<file path="src/smac_pkg.sv">
`default_nettype none
package smac_pkg;

	// default geometry
	localparam int unsigned SMAC_STACK_DEPTH = 256;
	localparam int unsigned SMAC_WORD_BITS   = 32;

	// fixed port field widths
	localparam int unsigned CMD_BITS    = 3;
	localparam int unsigned STATUS_BITS = 3;
	localparam int unsigned FIELD_BITS  = 32;

	// opcodes
	localparam logic [CMD_BITS-1:0] OP_PUSH  = 3'd0;
	localparam logic [CMD_BITS-1:0] OP_ADD   = 3'd1;
	localparam logic [CMD_BITS-1:0] OP_SUB   = 3'd2;
	localparam logic [CMD_BITS-1:0] OP_MUL   = 3'd3;
	localparam logic [CMD_BITS-1:0] OP_DIV   = 3'd4;
	localparam logic [CMD_BITS-1:0] OP_EMIT  = 3'd5;
	localparam logic [CMD_BITS-1:0] OP_HALT  = 3'd6;
	localparam logic [CMD_BITS-1:0] OP_NONE  = 3'd7;

	// result status codes
	localparam logic [STATUS_BITS-1:0] ST_OK        = 3'd0;
	localparam logic [STATUS_BITS-1:0] ST_PRINTED   = 3'd1;
	localparam logic [STATUS_BITS-1:0] ST_HALTED    = 3'd2;
	localparam logic [STATUS_BITS-1:0] ST_OVERFLOW  = 3'd3;
	localparam logic [STATUS_BITS-1:0] ST_UNDERFLOW = 3'd4;
	localparam logic [STATUS_BITS-1:0] ST_DIVZERO   = 3'd5;
	localparam logic [STATUS_BITS-1:0] ST_IGNORED   = 3'd6;

	// controller to datapath
	typedef struct packed {
		logic                   load_in;
		logic                   push;
		logic                   rd_top;
		logic                   rd_second;
		logic                   ld_b;
		logic                   ld_a;
		logic                   iter_start;
		logic                   iter_step;
		logic                   write_result;
		logic                   pop;
		logic                   out_load;
		logic [STATUS_BITS-1:0] out_status;
	} smac_cmd_t;

	// datapath to controller
	typedef struct packed {
		logic [CMD_BITS-1:0] cmd;
		logic                empty;
		logic                below_two;
		logic                full;
		logic                b_zero;
		logic                iter_last;
	} smac_stat_t;

endpackage
`default_nettype wire

</file>
<file path="src/smac_ctrl.sv">
`default_nettype none
module smac_ctrl (
	input  wire logic               clk,
	input  wire logic               arst_n,
	input  wire logic               in_valid,
	output logic                    in_ready,
	output logic                    out_valid,
	input  wire logic               out_ready,
	input  wire smac_pkg::smac_stat_t st,
	output smac_pkg::smac_cmd_t     cmd_o
);

	typedef enum logic [2:0] {
		S_IDLE,
		S_DECODE,
		S_RD_B,
		S_RD_A,
		S_EXEC,
		S_ITER,
		S_WB,
		S_OUT
	} state_t;

	state_t                               state_q, state_d;
	logic                                 stopped_q, stopped_d;
	logic [smac_pkg::STATUS_BITS-1:0]     res_q, res_d;
	logic                                 out_valid_q, out_valid_d;

	always_comb begin
		cmd_o     = '0;
		state_d   = state_q;
		stopped_d = stopped_q;
		res_d     = res_q;
		unique case (state_q)
			S_IDLE: begin
				if (in_valid) begin
					cmd_o.load_in = 1'b1;
					state_d       = S_DECODE;
				end
			end
			S_DECODE: begin
				state_d = S_OUT;
				if (stopped_q || st.cmd == smac_pkg::OP_NONE) begin
					res_d = smac_pkg::ST_IGNORED;
				end else begin
					unique case (st.cmd) inside
						smac_pkg::OP_PUSH: begin
							if (st.full) begin
								res_d     = smac_pkg::ST_OVERFLOW;
								stopped_d = 1'b1;
							end else begin
								cmd_o.push = 1'b1;
								res_d      = smac_pkg::ST_OK;
							end
						end
						smac_pkg::OP_EMIT: begin
							if (st.empty) begin
								res_d     = smac_pkg::ST_UNDERFLOW;
								stopped_d = 1'b1;
							end else begin
								cmd_o.rd_top = 1'b1;
								state_d      = S_RD_B;
							end
						end
						smac_pkg::OP_HALT: begin
							res_d     = smac_pkg::ST_HALTED;
							stopped_d = 1'b1;
						end
						default: begin
							// add, sub, mul, div
							if (st.below_two) begin
								res_d     = smac_pkg::ST_UNDERFLOW;
								stopped_d = 1'b1;
							end else begin
								cmd_o.rd_top = 1'b1;
								state_d      = S_RD_B;
							end
						end
					endcase
				end
			end
			S_RD_B: begin
				cmd_o.ld_b = 1'b1;
				if (st.cmd == smac_pkg::OP_EMIT) begin
					cmd_o.pop = 1'b1;
					res_d     = smac_pkg::ST_PRINTED;
					state_d   = S_OUT;
				end else begin
					cmd_o.rd_second = 1'b1;
					state_d         = S_RD_A;
				end
			end
			S_RD_A: begin
				cmd_o.ld_a = 1'b1;
				state_d    = S_EXEC;
			end
			S_EXEC: begin
				if (st.cmd == smac_pkg::OP_DIV && st.b_zero) begin
					res_d     = smac_pkg::ST_DIVZERO;
					stopped_d = 1'b1;
					state_d   = S_OUT;
				end else if (st.cmd == smac_pkg::OP_ADD || st.cmd == smac_pkg::OP_SUB) begin
					cmd_o.write_result = 1'b1;
					res_d              = smac_pkg::ST_OK;
					state_d            = S_OUT;
				end else begin
					cmd_o.iter_start = 1'b1;
					state_d          = S_ITER;
				end
			end
			S_ITER: begin
				cmd_o.iter_step = 1'b1;
				if (st.iter_last) begin
					state_d = S_WB;
				end
			end
			S_WB: begin
				cmd_o.write_result = 1'b1;
				res_d              = smac_pkg::ST_OK;
				state_d            = S_OUT;
			end
			S_OUT: begin
				if (!out_valid_q || out_ready) begin
					cmd_o.out_load = 1'b1;
					state_d        = S_IDLE;
				end
			end
			default: begin
				state_d = S_IDLE;
			end
		endcase
		cmd_o.out_status = res_q;

		if (cmd_o.out_load) begin
			out_valid_d = 1'b1;
		end else if (out_ready) begin
			out_valid_d = 1'b0;
		end else begin
			out_valid_d = out_valid_q;
		end
	end

	always_ff @(posedge clk or negedge arst_n) begin
		if (!arst_n) begin
			state_q     <= S_IDLE;
			stopped_q   <= 1'b0;
			res_q       <= smac_pkg::ST_OK;
			out_valid_q <= 1'b0;
		end else begin
			state_q     <= state_d;
			stopped_q   <= stopped_d;
			res_q       <= res_d;
			out_valid_q <= out_valid_d;
		end
	end

	assign in_ready  = (state_q == S_IDLE);
	assign out_valid = out_valid_q;

endmodule
`default_nettype wire

</file>
<file path="config.mk">
export PLATFORM = sky130hd
export DESIGN_NAME = smac_ctrl
export DESIGN_NICKNAME = d
export VERILOG_FILES = /design/src/smac_pkg.sv /design/src/smac_ctrl.sv
export SDC_FILE = /design/constraint.sdc
export NUM_CORES = 1
export LEC_CHECK = 0
export BUFFER_PORTS_ARGS = -buffer_cell sky130_fd_sc_hd__buf_2
export CAP_MARGIN = 25
export CORE_MARGIN = 1.5
export CORE_UTILIZATION = 40
export DETAILED_ROUTE_END_ITERATION = 10
export PLACE_DENSITY = 0.67
export SYNTH_ARGS = -nofsm -noshare
export SYNTH_HDL_FRONTEND = slang
export SYNTH_SLANG_ARGS = --single-unit
</file>
<file path="constraint.sdc">
create_clock -name clk -period 1.5 [get_ports clk]
set_input_delay 0.3 -clock clk [delete_from_list [all_inputs] [get_ports clk]]
set_output_delay 0.3 -clock clk [all_outputs]
set_load 0.03 [all_outputs]
</file>
==> flow_metrics.py, run 1 <==
metrics = {
    "logic_synthesis": {
        "synthMostInstantiatedCell": "nor2_1",
        "ys_seq_elements": 8,
        "synth_top_area_cell": "dfrtp_1",
        "syn_area_um2": 702,
        "synthArstFlopShare_pct": 100,
        "ys_types": 39,
        "syn_avg_cell_area_um2": 8.07,
        "syn_inst": 87,
        "yosysWarnings": 0,
        "syn_nets": 99,
        "seq_area_frac_synth_pct": 28.5,
        "synth_edf_count": 0,
        "ys_top_cells_by_count": "11 x nor2_1, 8 x dfrtp_1, 6 x a21oi_1, 6 x inv_1",
        "synth_top_area_share_pct": 28.5,
        "ys.flop_type": "dfrtp_1",
        "synth_top_cells_by_area": "dfrtp_1 29%, mux2_4 6.4%, nor2_1 5.9%",
    },
    "power_and_ir_drop": {
        "power.density_nw_per_um2": 1880,
        "finalPower_w": 0.00255,
        "comb_power_share_pct": 79.2,
        "p_seq_share_pct": 14.9,
        "intPower_w": 0.00138,
        "switching_power_w": 0.00117,
        "power.share.clock_pct": 5.8,
        "ir_drop_mv": 1.51,
        "total_leakage_power_nw": 0.634,
        "swShare_pct": 45.8,
    },
    "clock_tree": {
        "insertion_delay_ns": 0.24,
        "cts_tree": "done",
        "cts_max_path_buffers": 2,
        "htreeDepth": 1,
        "clock_sinks": 8,
        "cts.clk_slew.worst_paths_ns": 0.04,
        "cts_buffers": 3,
        "cts-root-buf": "clkbuf_4",
    },
    "timing": {
        "setup_slack_ns": -0.305,
        "rsz0062_at_grt": "yes",
        "max_freq_mhz": 554,
        "hold_viol_final": 0,
        "layout_min_cycle_time_ns": 1.81,
        "period_share_pct": 120,
        "hold_ws_ns": 0.369,
        "finalSetupViolCount": 15,
        "max-slew-margin-rel_pct": 63.7,
        "fin_worst_skew_ns": 0.00423,
        "tightest_slew_ns": 0.544,
        "drv_slew": 0,
    },
    "global_route": {
        "grt_max_degree": 13,
        "grt_overflow_total": 0,
        "grt_usage_pct": 25.5,
        "grt_pass1_vias": 804,
        "grt_pass1_wl_um": 3690,
        "antenna_found_initial": 0,
    },
    "detailed_routing": {
        "antenna_left": 0,
        "vias_per_cell": 6.00,
        "vias": 948,
        "drc_errors": 0,
        "drtIter0Drc": 46,
        "avgRoutedWirePerCell_um": 17.8,
        "drt-total-wl_um": 2820,
        "firstDrtPassIters": 4,
    },
    "placed_design": {
        "dp_hpwl_um": 1580,
        "io_buffers": 27,
        "gp_congestion": 0.834,
        "dp.cells": 144,
    },
    "setup_path": {
        "crit_path_start_kind": "flop",
        "path_class": "reg -> out",
        "rrSetupSlack_ns": -0.09,
        "worstPathRequired_ns": 1.20,
        "rr_startpoint": "stopped_q",
        "worstPathArrival_ns": 1.51,
        "ff2ff_path_depth": 4,
        "path_max_fanout": 3,
        "r2r_end": "res_q[2]",
        "crit_path_end_kind": "output port",
    },
    "min_path": {
        "hold_path_class": "in -> reg",
        "min_path_cells": 3,
        "min_delay_worst_endpoint": "state_q[0]",
        "hold_start": "in_valid",
    },
    "finish": {
        "fill_cells": 75,
        "antenna_cells": 0,
        "fin_util_pct": 86.0,
        "drive_gt1_share_pct": 63.4,
        "multi_input_area_um2": 574,
        "fin_cells": 158,
        "regArea_um2": 200,
        "areaGrowthSynthToFinish_pct": 93.2,
        "nNetsFinal": 156,
    },
    "outcome": {
        "violations": "negative setup slack",
        "status": "finished with violations",
    },
    "floorplanning": {
        "fp.coreArea_um2": 1580,
        "num_rows": 14,
        "ios": 28,
        "die_w_um": 44.9,
        "die_area_um2": 2020,
        "die_y_um": 44.9,
        "initial_core_util_pct": 44.5,
    },
    "flow_run": {
        "maxCapViolCount": 0,
    },
}
-- how the worst max path moves through the flow --
stage	from	to	slack [ns]
after floorplan	state_q[2]	cmd_o[12]	-0.08
after global placement	st[5]	res_q[1]	-0.10
after detailed placement	st[5]	res_q[1]	-0.14
after CTS	state_q[1]	cmd_o[12]	-0.32
after global routing	state_q[1]	cmd_o[12]	-0.34
final	state_q[0]	cmd_o[12]	-0.31
-- power by group through the flow --
stage	Clock (W)	Sequential (W)	Combinational, W
after floorplan	0	0.000472	0.000804
after global placement	0	0.000367	0.00129
after detailed placement	0	0.000376	0.00132
after CTS	0.000156	0.000376	0.00173
after global routing	0.000165	0.000386	0.00209
final	0.000149	0.000381	0.00202
-- worst max-delay path, stage by stage, from the launching register on --
cell and delay [ns]:
dfrtp_1 0.40, or3b_4 0.43, nor4_4 0.27, buf_6 0.17
-- metrics by stage --
step	setup slack [ns]	setup TNS, ns	instance area [µm²]
after CTS	-0.318	-1.87	1270
after global routing	-0.336	-2.83	1360
after floorplan	-0.0831	-0.235	777
final	-0.305	-2.40	1360
after global placement	-0.104	-0.484	1040
after detailed placement	-0.135	-0.649	1040
-- final cells by class --
cell class                 instances  area share (%)
multi-input combinational         66            42.3
timing repair buffer              59            36.8
sequential                         8            14.8
inverter                           6            2.95
clock buffer                       3            1.66
tap                               16            1.48
-- routing by layer --
| metal | track usage [%] | vias up | part of all wire [%] |
|---|---|---|---|
| met5 | 0 | - | 0 |
| met4 | 7.06 | 0 | 3.4 |
| met3 | 2.40 | 14 | 7.1 |
| met2 | 43.5 | 64 | 49 |
| met1 | 34.5 | 439 | 41 |
| li1 | - | 431 | - |
-- flip-flops by register name, summed over array words and instances (netlist names) --
signal,count
res_q,3
state_q,3
out_valid,1
stopped_q,1
-- timing repair --
action	in CTS	in global routing
endpoints found under the hold margin	8	0
hold buffers	1	0
pin swaps	9	9
resized for setup	42	16
endpoints found under the setup margin	15	15
setup buffers	8	2
-- cell families after synthesis --
| kind of cell | Yosys count | synth area share [%] |
|---|---|---|
| compound gates | 22 | 22.3 |
| xor+xnor | 1 | 1.25 |
| buf+inv | 13 | 9.27 |
| flops | 8 | 28.5 |
| mux | 4 | 7.84 |
| simple gates | 39 | 30.8 |
-- cells in the final DEF, fill, tap and decap left out, drive strengths merged, types with 2 or more instances in the layout --
cell type / Yosys / routed
clkinv: 0 / 2
nor2b: 3 / 3
dfrtp: 8 / 8
buf: 4 / 58
or3: 2 / 2
mux2: 3 / 3
nand2: 3 / 3
clkbuf: 3 / 3
o311ai: 2 / 2
a21oi: 6 / 6
and3: 4 / 4
nor2: 11 / 11
inv: 6 / 4
nand3: 2 / 2
nor4: 3 / 3
nor3: 3 / 3
o21ai: 4 / 4
No activity file was read; power rests on OpenSTA's default activity.
==> inputs of run 2 (changes only) <==
--- a/config.mk
+++ b/config.mk
@@ -9,3 +9,2 @@
 export CAP_MARGIN = 25
-export CORE_MARGIN = 1.5
 export CORE_UTILIZATION = 40
==> constraint.sdc (replaced) <==
create_clock -name clk -period 1.5 [get_ports clk]
set_input_delay 0.15 -clock clk [delete_from_list [all_inputs] [get_ports clk]]
set_output_delay 0.15 -clock clk [all_outputs]
set_load 0.03 [all_outputs]
==> flow_metrics.py, run 2 (synthesized netlist as in run 1, its figures left out) <==
metrics = {
    "finish": {
        "final_cell_mix": "18 x buf_4, 16 x buf_2, 8 x nor2_1, 8 x dfrtp_1, 8 x buf_6",
        "design_area_um2": 1150,
        "final_common_cell": "buf_4",
        "areaGrowthSynthToFinish_pct": 64.2,
        "antenna_cells": 0,
        "nNetsFinal": 143,
        "drive_gt1_share_pct": 55.8,
        "fin_cells": 145,
        "fin_util_pct": 73.1,
        "reg.largest.list": "res_q x3, state_q x3",
        "fill_cells": 116,
    },
    "setup_path": {
        "worst_path_largest_cell_delay_ns": 0.42,
        "worstPathCellList": "or3b_4, nor4_4, buf_4",
        "worstPathRequired_ns": 1.35,
        "cp_slowest_cell": "or3b_4",
        "path_max_fanout": 4,
        "worstPathArrival_ns": 1.51,
        "rrSetupSlack_ns": -0.06,
        "path_class": "reg -> out",
        "crit_path_start_kind": "flop",
        "crit_path_end_kind": "output port",
    },
    "detailed_routing": {
        "antenna_left": 0,
        "vias_per_cell": 5.66,
        "drc_errors": 0,
        "drt-total-wl_um": 2030,
        "avgRoutedWirePerCell_um": 14.0,
        "firstDrtPassIters": 6,
        "drtIter0Drc": 19,
        "vias": 820,
    },
    "global_route": {
        "grt_usage_pct": 23.4,
        "grt_overflow_total": 0,
        "grt_pass1_wl_um": 3220,
        "antenna_found_initial": 0,
        "grt_pass1_vias": 713,
        "grt_max_degree": 15,
    },
    "power_and_ir_drop": {
        "power.density_nw_per_um2": 1790,
        "finalPower_w": 0.00207,
        "total_leakage_power_nw": 0.555,
        "ir_drop_mv": 1.23,
    },
    "timing": {
        "drv_slew": 0,
        "max_freq_mhz": 603,
        "hold_viol_final": 0,
        "fin_worst_skew_ns": 0.00377,
        "max-slew-margin-rel_pct": 80.0,
        "finalSetupViolCount": 9,
        "tightest_slew_ns": 0.300,
        "layout_min_cycle_time_ns": 1.66,
        "setup_slack_ns": -0.159,
        "period_share_pct": 111,
        "rsz0062_at_grt": "yes",
    },
    "min_path": {
        "hold_path_class": "in -> reg",
    },
    "floorplanning": {
        "die_y_um": 43.9,
        "fp.coreArea_um2": 1580,
        "initial_core_util_pct": 44.5,
        "num_rows": 14,
        "die_area_um2": 1930,
        "ios": 28,
        "die_w_um": 43.9,
    },
    "outcome": {
        "status": "finished with violations",
        "violations": "negative setup slack",
    },
    "placed_design": {
        "io_buffers": 27,
        "place_ws_ns": -0.000349,
        "dp.cells": 136,
        "gp_congestion": 0.817,
        "placed_area_um2": 937,
        "dp_hpwl_um": 1410,
    },
    "clock_tree": {
        "htreeDepth": 1,
        "clock_sinks": 8,
        "cts.clk_slew.worst_paths_ns": 0.05,
        "cts-root-buf": "clkbuf_4",
        "cts_buffers": 3,
        "cts_tree": "done",
        "insertion_delay_ns": 0.26,
        "cts_max_path_buffers": 2,
    },
    "flow_run": {
        "maxCapViolCount": 0,
    },
}
-- run 2: cell types whose count changed in the layout (fill, tap and decap cells not counted), sizes merged --
cell	change
clkinv	-2
buf	-13
inv	+2
-- run 2: worst paths after layout --
path / startpoint / to / cells after the start
max reg2reg: state_q[2] / res_q[0] / 5
max in group asynchronous: arst_n / state_q[1] / 2
min in group asynchronous: arst_n / res_q[0] / 2
min: in_valid / state_q[0] / 3
min reg2reg: res_q[1] / res_q[1] / 1
max: state_q[1] / cmd_o[12] / 3
-- run 2: cell type report --
class / count / area, µm² / area share, %
Clock buffer: 3 / 22.5 / 1.95
Inverter: 6 / 27.5 / 2.39
Multi-Input combinational cell: 66 / 517 / 44.8
Sequential cell: 8 / 200 / 17.4
Tap cell: 16 / 20.0 / 1.74
Timing Repair Buffer: 46 / 365 / 31.7
-- run 2: worst max-delay path, delay by kind of cell, from the launching register on --
family                 cells  cell delay, ns
AND/OR/NAND/NOR            2            0.64
flip-flops                 1            0.41
buffers and inverters      1            0.20
-- run 2: routing by layer --
metal / GRT usage (%) / routed length, µm / share of wire [%]
met1: 30.3 / 946 / 47
met3: 7.50 / 106 / 5.2
met2: 36.4 / 939 / 46
met4: 9.09 / 38 / 1.9
met5: 0 / 0 / 0
-- run 2: timing repair --
action	CTS	global route
hold endpoints to repair	8	0
pin swaps	7	1
setup buffers	3	2
gates cloned	0	0
hold buffers	1	0
resized for setup	24	22
endpoints found under the setup margin	10	14
-- run 2: through the flow --
stage / TNS (ns) / hold WS (ns)
finish: -0.665 / 0.214
CTS: -0.400 / 0.198
global route: -1.21 / 0.233
detailed placement: -0.000735 / 0.00252
global placement: 0 / -0.00257
floorplan: -0.326 / -0.146
-- run 2: power breakdown --
part / internal [W] / switching, W / total [W]
sequential: 0.000310 / 0.0000611 / 0.000371
combinational: 0.000714 / 0.000813 / 0.00153
clock: 0.0000918 / 0.0000773 / 0.000169
total: 0.00112 / 0.000951 / 0.00207
