===== config.mk =====
export PLATFORM = sky130hd
export DESIGN_NAME = smac_dp
export DESIGN_NICKNAME = d
export VERILOG_FILES = /design/src/smac_pkg.sv /design/src/smac_dp.sv
export SDC_FILE = /design/constraint.sdc
export NUM_CORES = 1
export LEC_CHECK = 0
export BUFFER_PORTS_ARGS = -buffer_cell sky130_fd_sc_hd__clkbuf_2
export CORE_MARGIN = 4
export CORE_UTILIZATION = 35
export CTS_CLUSTER_SIZE = 40
export DETAILED_ROUTE_END_ITERATION = 7
export GPL_ROUTABILITY_DRIVEN = 0
export PLACE_DENSITY = 0.51
export SETUP_SLACK_MARGIN = 0.02
export SYNTH_ARGS = -nofsm -noshare
export SYNTH_HDL_FRONTEND = slang
export SYNTH_SLANG_ARGS = --single-unit
export TNS_END_PERCENT = 20

===== constraint.sdc =====
create_clock -name clk -period 7.7 [get_ports clk]
set_input_delay 0 -clock clk [delete_from_list [all_inputs] [get_ports clk]]
set_output_delay 0 -clock clk [all_outputs]
set_load 0.005 [all_outputs]

===== src/smac_pkg.sv =====
`default_nettype none
package smac_pkg;

	// default geometry
	localparam int unsigned SMAC_STACK_DEPTH = 256;
	localparam int unsigned SMAC_WORD_BITS   = 32;

	// fixed port field widths
	localparam int unsigned CMD_BITS    = 3;
	localparam int unsigned STATUS_BITS = 3;
	localparam int unsigned FIELD_BITS  = 32;

	// opcodes
	localparam logic [CMD_BITS-1:0] OP_PUSH  = 3'd0;
	localparam logic [CMD_BITS-1:0] OP_ADD   = 3'd1;
	localparam logic [CMD_BITS-1:0] OP_SUB   = 3'd2;
	localparam logic [CMD_BITS-1:0] OP_MUL   = 3'd3;
	localparam logic [CMD_BITS-1:0] OP_DIV   = 3'd4;
	localparam logic [CMD_BITS-1:0] OP_EMIT  = 3'd5;
	localparam logic [CMD_BITS-1:0] OP_HALT  = 3'd6;
	localparam logic [CMD_BITS-1:0] OP_NONE  = 3'd7;

	// result status codes
	localparam logic [STATUS_BITS-1:0] ST_OK        = 3'd0;
	localparam logic [STATUS_BITS-1:0] ST_PRINTED   = 3'd1;
	localparam logic [STATUS_BITS-1:0] ST_HALTED    = 3'd2;
	localparam logic [STATUS_BITS-1:0] ST_OVERFLOW  = 3'd3;
	localparam logic [STATUS_BITS-1:0] ST_UNDERFLOW = 3'd4;
	localparam logic [STATUS_BITS-1:0] ST_DIVZERO   = 3'd5;
	localparam logic [STATUS_BITS-1:0] ST_IGNORED   = 3'd6;

	// controller to datapath
	typedef struct packed {
		logic                   load_in;
		logic                   push;
		logic                   rd_top;
		logic                   rd_second;
		logic                   ld_b;
		logic                   ld_a;
		logic                   iter_start;
		logic                   iter_step;
		logic                   write_result;
		logic                   pop;
		logic                   out_load;
		logic [STATUS_BITS-1:0] out_status;
	} smac_cmd_t;

	// datapath to controller
	typedef struct packed {
		logic [CMD_BITS-1:0] cmd;
		logic                empty;
		logic                below_two;
		logic                full;
		logic                b_zero;
		logic                iter_last;
	} smac_stat_t;

endpackage
`default_nettype wire


===== src/smac_dp.sv =====
`default_nettype none
module smac_dp #(
	parameter int STACK_DEPTH = smac_pkg::SMAC_STACK_DEPTH,
	parameter int WORD_BITS   = smac_pkg::SMAC_WORD_BITS
) (
	input  wire logic                                clk,
	input  wire logic                                arst_n,
	input  wire logic [smac_pkg::CMD_BITS-1:0]       cmd,
	input  wire logic signed [smac_pkg::FIELD_BITS-1:0] operand,
	input  wire smac_pkg::smac_cmd_t                 ctl,
	output smac_pkg::smac_stat_t                     st,
	output logic [smac_pkg::STATUS_BITS-1:0]         status,
	output logic signed [smac_pkg::FIELD_BITS-1:0]   value,
	output logic                                     ram_we,
	output logic                                     ram_re,
	output logic [$clog2(STACK_DEPTH)-1:0]           ram_addr,
	output logic [WORD_BITS-1:0]                     ram_wdata,
	input  wire logic [WORD_BITS-1:0]                ram_rdata
);

	localparam int AW = $clog2(STACK_DEPTH);
	localparam int CW = $clog2(STACK_DEPTH + 1);
	localparam int IW = $clog2(WORD_BITS + 1);
	localparam int FB = smac_pkg::FIELD_BITS;

	logic [smac_pkg::CMD_BITS-1:0] cmd_q;
	logic [WORD_BITS-1:0]          operand_q;
	logic [CW-1:0]                 count_q;
	logic [WORD_BITS-1:0]          a_q, b_q, acc_q;
	logic [IW-1:0]                 it_q;
	logic                          neg_q;
	logic [smac_pkg::STATUS_BITS-1:0] status_q;
	logic [FB-1:0]                 value_q;

	logic [WORD_BITS-1:0] op_ext, result, a_neg, b_neg;
	logic [FB-1:0]        print_val;
	logic [CW-1:0]        count_m1, count_m2;
	logic [WORD_BITS:0]   rem_sh, rem_diff;

	// operand sign-extended or wrapped to the word size
	if (WORD_BITS > FB) begin : g_op_wide
		assign op_ext = {{(WORD_BITS-FB){operand[FB-1]}}, operand};
	end else begin : g_op_narrow
		assign op_ext = operand[WORD_BITS-1:0];
	end

	// printed word: low field bits, zero-filled for narrow words
	if (WORD_BITS >= FB) begin : g_pv_wide
		assign print_val = b_q[FB-1:0];
	end else begin : g_pv_narrow
		assign print_val = {{(FB-WORD_BITS){1'b0}}, b_q};
	end

	assign count_m1 = count_q - CW'(1);
	assign count_m2 = count_q - CW'(2);
	assign a_neg    = ~a_q + WORD_BITS'(1);
	assign b_neg    = ~b_q + WORD_BITS'(1);

	// restoring divide step: remainder in acc_q, dividend/quotient in a_q
	assign rem_sh   = {acc_q, a_q[WORD_BITS-1]};
	assign rem_diff = rem_sh - {1'b0, b_q};

	always_comb begin
		case (cmd_q)
			smac_pkg::OP_ADD: result = a_q + b_q;
			smac_pkg::OP_SUB: result = a_q - b_q;
			smac_pkg::OP_MUL: result = acc_q;
			default:          result = neg_q ? a_neg : a_q;
		endcase
	end

	assign ram_we    = ctl.push | ctl.write_result;
	assign ram_re    = ctl.rd_top | ctl.rd_second;
	assign ram_wdata = ctl.push ? operand_q : result;

	always_comb begin
		if (ctl.push) begin
			ram_addr = count_q[AW-1:0];
		end else if (ctl.rd_top) begin
			ram_addr = count_m1[AW-1:0];
		end else begin
			ram_addr = count_m2[AW-1:0];
		end
	end

	always_ff @(posedge clk or negedge arst_n) begin
		if (!arst_n) begin
			count_q <= '0;
		end else if (ctl.push) begin
			count_q <= count_q + CW'(1);
		end else if (ctl.pop || ctl.write_result) begin
			count_q <= count_m1;
		end
	end

	always_ff @(posedge clk) begin
		if (ctl.load_in) begin
			cmd_q     <= cmd;
			operand_q <= op_ext;
		end
		if (ctl.ld_b) begin
			b_q <= ram_rdata;
		end
		if (ctl.ld_a) begin
			a_q <= ram_rdata;
		end
		if (ctl.iter_start) begin
			acc_q <= '0;
			it_q  <= IW'(WORD_BITS);
			neg_q <= a_q[WORD_BITS-1] ^ b_q[WORD_BITS-1];
			if (cmd_q == smac_pkg::OP_DIV) begin
				a_q <= a_q[WORD_BITS-1] ? a_neg : a_q;
				b_q <= b_q[WORD_BITS-1] ? b_neg : b_q;
			end
		end
		if (ctl.iter_step) begin
			it_q <= it_q - IW'(1);
			if (cmd_q == smac_pkg::OP_MUL) begin
				// shift-add, wraps to the word size
				if (b_q[0]) begin
					acc_q <= acc_q + a_q;
				end
				a_q <= a_q << 1;
				b_q <= b_q >> 1;
			end else if (!rem_diff[WORD_BITS]) begin
				acc_q <= rem_diff[WORD_BITS-1:0];
				a_q   <= {a_q[WORD_BITS-2:0], 1'b1};
			end else begin
				acc_q <= rem_sh[WORD_BITS-1:0];
				a_q   <= {a_q[WORD_BITS-2:0], 1'b0};
			end
		end
		if (ctl.out_load) begin
			status_q <= ctl.out_status;
			value_q  <= (ctl.out_status == smac_pkg::ST_PRINTED) ? print_val : '0;
		end
	end

	assign st.cmd       = cmd_q;
	assign st.empty     = (count_q == '0);
	assign st.below_two = (count_q < CW'(2));
	assign st.full      = (count_q >= CW'(STACK_DEPTH));
	assign st.b_zero    = (b_q == '0);
	assign st.iter_last = (it_q == IW'(1));

	assign status = status_q;
	assign value  = value_q;

endmodule
`default_nettype wire

==> flow_summary_export.csv, run 1 <==
group,metric,value,unit
sta,skew,0.0192,ns
floorplanning,start_util,0.355,
route,vias,15535,
clock_tree,clkTransAtPathRegs,0.09,ns
route,ant_nets,0,
floorplanning,die_h,220,µm
grt,grt_max_degree,48,
sta,max_freq,0.175,GHz
cells_and_area,final_common_cell,"nand2_1",
floorplanning,die_width,220,µm
route,wire_per_inst,22.0,µm
logic_synthesis,synthArstFlopShare,0.0495,
floorplanning,num_rows,77,
critical_path,worstSetupPathType,"flop to output port",
route,vias_per_cell,5.79,
logic_synthesis,syn_inst,1897,
critical_path,rrSetupSlack,3.12,ns
grt,grt_pass1_wl,89500,µm
floorplanning,io_pins,168,
sta,tightest_slew,1.35,ns
placement,dpl.cell_count,2575,
route,drt_pass1_iterations,6,
power_and_ir_drop,p_per_area,298,nW/µm²
outcome,outcome,"finished, final reports clean",
critical_path,reg2reg_from,"a_q[31]",
clock_tree,cts_tree,"yes",
cells_and_area,area_growth,17.5,%
logic_synthesis,syn-cell-area,15700,µm²
logic_synthesis,avgSynthCellArea,8.27,µm²
hold_path,holdPathStages,3,
sta,setup_tns,0,ns
floorplanning,core,44200,µm²
clock_tree,cts_root_buffer,"clkbuf_16",
critical_path,max_stage_delay,0.57,ns
clock_tree,clockBufferDepth,2,
cells_and_area,final_cell_mix,"nand2_1 (179), clkbuf_2 (167), o21ai_0 (145), a21oi_1 (144), nor2_1 (133)",
cells_and_area,nets,2272,
critical_path,critPathMaxFanout,7,
clock_tree,cts_resized,0,
sta,period_minus_slack,5.72,ns
critical_path,endpoint_kind,"output port",
placement,dpl.hpwl,43700,µm
floorplanning,die-area,48300,µm²
route,first_iter_violations,1613,
clock_tree,htreeDepth,4,
grt,grt_overflow,0,
route,finalWirelength,59100,µm
power_and_ir_drop,p_leak,8.02,nW
critical_path,crit_path_cell_trace,"inv_1, ha_1, or3b_1, nor2_1, nand3_2, or3_1, or4_4, nand2_1, xnor2_1, ha_1, a21o_1, a21o_1, a21o_1, a21o_1, a21oi_1, o21ai_0, or3_1, o21a_1, mux2i_1, o211ai_1, clkbuf_2",
critical_path,r2r_cells,15,
sta,finalCritPeriodShare,0.743,
cells_and_area,antenna_cells,0,
logic_synthesis,ys_types,78,
route,drc,0,
sta,relSlewSlack,0.100,
flow_run,drv_cap,0,
power_and_ir_drop,peakVddDrop,0.162,mV
logic_synthesis,synth-seq-cells,182,
grt,grt_pass1_vias,14635,
sta,setup_viol_count_final,0,
clock_tree,numCtsBuffers,17,
critical_path,cp.required,7.70,ns
sta,grt_setup_unrepaired,"no",
logic_synthesis,synthFlopType,"edfxtp_1",
cells_and_area,final_cell_count_no_fill,2685,
grt,grt_use_total,0.243,
hold_path,hp-start,"ctl[9]",
placement,portBuffers,167,
sta,final_hold_viol_count,0,
critical_path,startpoint_type,"flop",
logic_synthesis,ys.warnings.count,0,
cells_and_area,drive_gt1_frac,0.126,
logic_synthesis,synth_edf_count,108,
critical_path,r2r-end,"acc_q[1]",
logic_synthesis,ys_seq_area_frac,0.304,
clock_tree,cts_sinks,182,
grt,antenna_found_initial,1,
critical_path,path_common_cell,"a21o_1",
clock_tree,clock_latency,0.50,ns
critical_path,cp_slowest_cell,"or4_4",
hold_path,hold_path_class,"primary input to flop",
critical_path,cp.arrival,5.72,ns
sta,drv_slew,0,
logic_synthesis,syn-num-nets,2089,
hold_path,min_to,"b_q[1]",
cell families after synthesis:
group	Yosys count	synth area share
xor gates and xnor gates	154	0.0860
and+or+nand+nor	569	0.175
DFF	182	0.304
buffers and inverters	194	0.0476
adders and majority gates	109	0.0884
muxes	55	0.0363
AOI/OAI and AO/OA	634	0.262
flip-flops by register name, indices dropped and copies added (netlist names):
| register | flops |
|---|---|
| a_q | 32 |
| cmd_q | 3 |
| b_q | 32 |
| count_q | 9 |
| acc_q | 32 |
| operand_q | 32 |
| neg_q | 1 |
| value | 32 |
| status | 3 |
| it_q | 6 |
through the flow:
step / hold slack (ns) / worst slack [ns] / util / cell area (µm²) / total power, mW
after detailed placement: -0.127 / 2.58 / 0.386 / 17100 / 4.47
after global routing: 0.0965 / 1.68 / 0.417 / 18400 / 5.88
final: 0.0648 / 1.98 / 0.417 / 18400 / 5.49
after global placement: -0.130 / 2.63 / 0.386 / 17100 / 4.46
after floorplan: -0.296 / 3.23 / - / 15700 / 3.62
after CTS: 0.0350 / 1.99 / 0.417 / 18400 / 5.47
final cells by class:
type,count,area [µm²]
inverter,86,323
multi-input combinational,1521,10200
clock inverter,13,160
timing repair buffer,272,1820
clock buffer,19,433
tap,592,741
sequential,182,4770
fill,4460,25800
worst max path at each step:
| stage | slack (ns) | end | from |
|---|---|---|---|
| after floorplan | 3.23 | ram_wdata[31] | b_q[0] |
| after global placement | 2.63 | ram_wdata[31] | b_q[0] |
| after detailed placement | 2.58 | ram_wdata[31] | b_q[0] |
| after CTS | 1.99 | ram_wdata[31] | b_q[0] |
| after global routing | 1.68 | ram_wdata[31] | b_q[0] |
| final | 1.98 | ram_wdata[31] | b_q[0] |
power by group:
| part | switching, mW | total [mW] | internal (mW) |
|---|---|---|---|
| logic | 1.73 | 3.00 | 1.28 |
| clock network | 0.471 | 0.935 | 0.464 |
| registers | 0.326 | 1.55 | 1.23 |
cell usage after synthesis (all sizes together) (4+ instances only):
| master | count | share of area |
|---|---|---|
| dfxtp | 65 | 0.083 |
| and3 | 16 | 0.0064 |
| a222oi | 10 | 0.0064 |
| a221o | 5 | 0.0032 |
| a22oi | 31 | 0.015 |
| buf | 13 | 0.0043 |
| a21oi | 145 | 0.046 |
| ha | 106 | 0.085 |
| o211ai | 36 | 0.017 |
| o21ai | 152 | 0.049 |
| dfrtp | 9 | 0.014 |
| nand3 | 44 | 0.014 |
| nor3 | 36 | 0.011 |
| or2 | 13 | 0.0052 |
| xor2 | 42 | 0.023 |
| nor4 | 12 | 0.0057 |
| or3 | 28 | 0.012 |
| a21o | 59 | 0.028 |
| xnor2 | 112 | 0.063 |
| nor2b | 14 | 0.0056 |
| inv | 85 | 0.020 |
| a211oi | 14 | 0.0067 |
| o21bai | 12 | 0.0057 |
| a211o | 4 | 0.0022 |
| nor2 | 134 | 0.032 |
| or4 | 8 | 0.0041 |
| o221ai | 12 | 0.0067 |
| o22ai | 5 | 0.0020 |
| nand4 | 15 | 0.0060 |
| and2 | 41 | 0.016 |
| nor3b | 4 | 0.0019 |
| clkbuf | 95 | 0.023 |
| nand2 | 179 | 0.043 |
| a31oi | 44 | 0.018 |
| mux2 | 15 | 0.011 |
| a221oi | 27 | 0.015 |
| o41ai | 6 | 0.0034 |
| edfxtp | 108 | 0.21 |
| nand2b | 17 | 0.0068 |
| o21a | 26 | 0.012 |
| o31ai | 11 | 0.0053 |
| mux2i | 40 | 0.026 |
| o31a | 6 | 0.0034 |
per-layer routing:
layer  vias to the layer above  routed length [µm]  GRT usage
met1                      7406               28300      0.363
li1                       7396                   -          -
met2                       647               24600      0.353
met5                         -                   7          0
met3                        84                4500     0.0429
met4                         2                1740     0.0827
what timing repair did:
action                    CTS  global route
hold buffers               78             0
setup buffers               0             0
hold endpoints to repair  110             0
worst max-delay path: cells and delay by family (launching register included):
| kind | cells | cell delay [ns] |
|---|---|---|
| and+or+nand+nor | 7 | 2.33 |
| AOI/OAI and AO/OA | 8 | 1.29 |
| adders and majority gates | 2 | 0.55 |
| DFF | 1 | 0.39 |
| buffers and inverters | 2 | 0.32 |
| muxes | 1 | 0.21 |
| xor gates and xnor gates | 1 | 0.14 |
Power figures use the tool's default switching activity.
==> run 2: changes to the inputs <==
- clock period: 7.7 -> 5.78 ns (I/O delays scaled with it)
==> flow_summary_export.csv, run 2 (synthesis results as in run 1) <==
group,metric,value,unit
floorplanning,die-area,48300,µm²
floorplanning,die_h,220,µm
outcome,outcome,"finished, final reports clean",
route,ant_nets,0,
floorplanning,die_width,220,µm
cells_and_area,final_cell_count_no_fill,2690,
cells_and_area,finalInstanceArea,18500,µm²
cells_and_area,nets,2276,
power_and_ir_drop,peakVddDrop,0.180,mV
power_and_ir_drop,p_per_area,398,nW/µm²
hold_path,hp-start,"ctl[9]",
floorplanning,num_rows,77,
placement,postPlaceCellArea,17100,µm²
cells_and_area,multiInputGateArea,10200,µm²
flow_run,drv_cap,0,
sta,final_hold_viol_count,0,
sta,relSlewSlack,0.276,
grt,grt_max_degree,48,
grt,grt_pass1_vias,14467,
placement,dpl.cell_count,2580,
power_and_ir_drop,p_leak,8.06,nW
cells_and_area,drive_gt1_frac,0.131,
critical_path,worstSetupStartpoint,"b_q[1]",
route,vias,15480,
sta,hold_slack,0.0472,ns
grt,grt_pass1_wl,87700,µm
route,drc,0,
critical_path,worstSetupPathType,"flop to output port",
grt,grt_overflow,0,
sta,tightest_slew,1.09,ns
sta,drv_slew,0,
clock_tree,cts_sinks,182,
sta,setup_tns,0,ns
placement,dpl.hpwl,43400,µm
critical_path,startpoint_type,"flop",
clock_tree,numCtsBuffers,17,
power_and_ir_drop,power.total,7.37,mW
clock_tree,cts_root_buffer,"clkbuf_16",
critical_path,critPathMaxFanout,7,
clock_tree,cts_tree,"yes",
cells_and_area,regArea,4770,µm²
floorplanning,io_pins,168,
cells_and_area,final_util,0.419,
clock_tree,clock_latency,0.50,ns
sta,finalCritPeriodShare,0.931,
clock_tree,htreeDepth,4,
hold_path,hold_path_class,"primary input to flop",
placement,portBuffers,167,
route,first_iter_violations,1694,
floorplanning,start_util,0.355,
sta,setup_viol_count_final,0,
floorplanning,core,44200,µm²
route,drt_pass1_iterations,8,
cells_and_area,fillCellCount,4468,
grt,grt_use_total,0.238,
clock_tree,clkTransAtPathRegs,0.08,ns
sta,period_minus_slack,5.38,ns
route,vias_per_cell,5.75,
route,wire_per_inst,21.6,µm
cells_and_area,area_growth,18.1,%
grt,antenna_found_initial,1,
critical_path,endpoint_kind,"output port",
critical_path,reg2reg_from,"b_q[9]",
cells_and_area,final_common_cell,"nand2_1",
cells_and_area,final_cell_mix,"nand2_1 (179), clkbuf_2 (167), o21ai_0 (145), a21oi_1 (144), nor2_1 (132)",
sta,skew,0.0173,ns
clock_tree,clockBufferDepth,2,
route,finalWirelength,58100,µm
critical_path,cp.arrival,5.38,ns
sta,grt_setup_unrepaired,"no",
placement,preCtsSetupSlack,0.776,ns
sta,fin_ws,0.397,ns
critical_path,cp.required,5.78,ns
sta,max_freq,0.186,GHz
## run 2: power breakdown
group / leakage [nW] / total (mW) / switching [mW] / internal [mW]
Clock: 0.295 / 1.29 / 0.628 / 0.659
Sequential: 1.74 / 2.07 / 0.436 / 1.64
Combinational: 6.02 / 4.02 / 2.29 / 1.73
Total: 8.06 / 7.37 / 3.35 / 4.02
## run 2: worst max-delay path: stages (launching register included)
cell	delay, ns
dfxtp_1	0.37
inv_1	0.13
ha_1	0.22
or3b_4	0.44
nor2_4	0.14
nand3_2	0.13
or3_4	0.40
or4_4	0.55
nand2_1	0.11
xnor2_1	0.15
ha_2	0.35
a21o_1	0.19
a21o_1	0.17
a21o_1	0.19
a21o_1	0.18
a21oi_1	0.12
o21ai_0	0.11
or3_1	0.32
o21a_1	0.19
mux2i_1	0.15
o211ai_1	0.10
clkbuf_2	0.15
## run 2: metal layers
metal | track usage | up-vias | part of all wire
met3 | 0.0325 | 74 | 0.073
li1 | - | 7385 | -
met2 | 0.345 | 645 | 0.42
met4 | 0.0764 | 0 | 0.022
met1 | 0.362 | 7376 | 0.49
met5 | 0 | - | 0
## run 2: what timing repair did
action / in CTS / in global routing
endpoints found under the setup margin: 0 / 2
hold endpoints to repair: 103 / 0
hold buffers: 77 / 0
buffers inserted: 0 / 0
resized for setup: 0 / 5
## run 2: final cells by class
cell class | count | area share
inverter | 86 | 0.0174
antenna | 1 | 0.000135
clock buffer | 18 | 0.0232
timing repair buffer | 276 | 0.100
clock inverter | 14 | 0.0101
multi-input combinational | 1521 | 0.551
tap | 592 | 0.0400
sequential | 182 | 0.258
## run 2: path summary, 6_finish.rpt
| check | end | slack, ns | cells after the start |
|---|---|---|---|
| max in group asynchronous | count_q[7] | 4.96 | 3 |
| setup / recovery | ram_wdata[31] | 0.40 | 21 |
| setup reg to reg | acc_q[17] | 1.17 | 13 |
| min in group asynchronous | count_q[2] | 0.50 | 3 |
| hold / removal | b_q[27] | 0.05 | 3 |
| hold reg to reg | b_q[5] | 0.50 | 2 |
==> run 3: changes to the inputs <==
- CTS_BUF_LIST: default -> sky130_fd_sc_hd__clkbuf_4 sky130_fd_sc_hd__clkbuf_8
- clock period: 5.78 -> 6.75 ns (I/O delays scaled with it)
==> flow_summary_export.csv, run 3 (synthesis results as in run 1) <==
group,metric,value,unit
outcome,outcome,"finished, final reports clean",
power_and_ir_drop,p_per_area,329,nW/µm²
clock_tree,cts_root_buffer,"clkbuf_8",
grt,grt_use_total,0.244,
sta,relSlewSlack,0.163,
route,finalWirelength,59300,µm
floorplanning,io_pins,168,
cells_and_area,finalInstanceArea,18300,µm²
floorplanning,start_util,0.355,
placement,dpl.hpwl,43700,µm
grt,grt_pass1_vias,14743,
floorplanning,die_width,220,µm
sta,max_freq,0.171,GHz
sta,setup_viol_count_final,0,
sta,setup_tns,0,ns
critical_path,startpoint_type,"flop",
placement,portBuffers,167,
cells_and_area,final_cell_mix,"nand2_1 (179), clkbuf_2 (167), o21ai_0 (145), a21oi_1 (144), nor2_1 (133)",
sta,grt_setup_unrepaired,"no",
cells_and_area,drive_gt1_frac,0.127,
hold_path,hold_path_class,"primary input to flop",
power_and_ir_drop,p_leak,7.95,nW
clock_tree,numCtsBuffers,17,
grt,grt_max_degree,48,
clock_tree,clkTransAtPathRegs,0.11,ns
cells_and_area,nets,2275,
clock_tree,htreeDepth,4,
route,ant_nets,0,
clock_tree,cts_tree,"yes",
sta,period_minus_slack,5.84,ns
cells_and_area,final_common_cell,"nand2_1",
power_and_ir_drop,peakVddDrop,0.174,mV
grt,grt_pass1_wl,89900,µm
cells_and_area,final_cell_count_no_fill,2689,
sta,tightest_slew,1.26,ns
floorplanning,core,44200,µm²
clock_tree,cts_setup_buffers,0,
critical_path,critPathMaxFanout,7,
route,wire_per_inst,22.1,µm
grt,grt_overflow,0,
cells_and_area,area_growth,16.5,%
sta,finalCritPeriodShare,0.866,
route,first_iter_violations,1791,
route,drt_pass1_iterations,5,
critical_path,worstSetupPathType,"flop to output port",
floorplanning,die-area,48300,µm²
grt,antenna_found_initial,1,
clock_tree,cts_resized,0,
flow_run,drv_cap,0,
critical_path,cp.arrival,5.84,ns
sta,final_hold_viol_count,0,
route,vias,15597,
floorplanning,num_rows,77,
critical_path,endpoint_kind,"output port",
route,drc,0,
sta,drv_slew,0,
clock_tree,clock_latency,0.58,ns
floorplanning,die_h,220,µm
clock_tree,cts_sinks,182,
placement,postPlaceCellArea,17100,µm²
placement,dpl.cell_count,2575,
critical_path,cp.required,6.75,ns
clock_tree,ctsHoldBuffers,81,
route,vias_per_cell,5.80,
sta,skew,0.0192,ns
clock_tree,clockBufferDepth,2,
-- run 3: cell count changes in the layout (fill, tap and decap cells not counted), sizes merged --
cell         change
bufinv           -2
buf              -5
dlygate4sd3      +4
inv              +2
-- run 3: power breakdown --
part	total, mW	switching [mW]	internal, mW
registers	1.77	0.373	1.40
logic	3.43	1.97	1.46
clock network	0.798	0.515	0.282
-- run 3: cell type report --
type / instances / area (µm²)
clock buffers: 18 / 241
flip-flops and latches: 182 / 4770
fillers: 4458 / 25900
repair buffers: 275 / 1850
multi-input cells: 1521 / 10200
diodes: 1 / 2.50
clock inverters: 14 / 155
inverters: 86 / 323
well taps: 592 / 741
-- run 3: layer usage --
metal | share of wire | routed length [µm] | global-route usage
met1 | 0.48 | 28400 | 0.365
met2 | 0.42 | 24900 | 0.357
met3 | 0.079 | 4690 | 0.0419
met4 | 0.023 | 1380 | 0.0775
met5 | 0 | 0 | 0
-- run 3: worst paths after layout --
check / from / to / slack, ns / depth (start not counted)
setup reg to reg: a_q[31] / acc_q[1] / 2.09 / 15
setup / recovery: b_q[0] / ram_wdata[31] / 0.91 / 21
min in group asynchronous: arst_n / count_q[6] / 0.40 / 3
hold / removal: operand[14] / operand_q[14] / 0.13 / 2
hold reg to reg: count_q[8] / count_q[8] / 0.50 / 1
max in group asynchronous: arst_n / count_q[0] / 6.05 / 3
-- run 3: critical path, cell delays in order, from the launching register on --
cell and delay, ns:
dfxtp_1 0.40, inv_1 0.16, ha_1 0.23, or3b_1 0.44, nor2_1 0.30, nand3_2 0.16
or3_1 0.46, or4_4 0.58, nand2_1 0.11, xnor2_1 0.14, ha_1 0.33, a21o_1 0.21
a21o_1 0.17, a21o_1 0.17, a21o_1 0.16, a21oi_1 0.12, o21ai_0 0.11, or3_1 0.31
o21a_1 0.19, mux2i_1 0.20, o211ai_1 0.12, clkbuf_2 0.15
-- run 3: metrics by stage --
step	util	hold WS [ns]	setup WS (ns)	total power, mW
2_1_floorplan	-	-0.296	2.28	4.13
3_3_place_gp	0.386	-0.130	1.68	5.09
3_5_place_dp	0.386	-0.130	1.62	5.10
4_1_cts	0.413	0.0687	0.913	5.97
5_1_grt	0.413	0.105	0.657	6.46
6_report	0.413	0.127	0.907	6.00
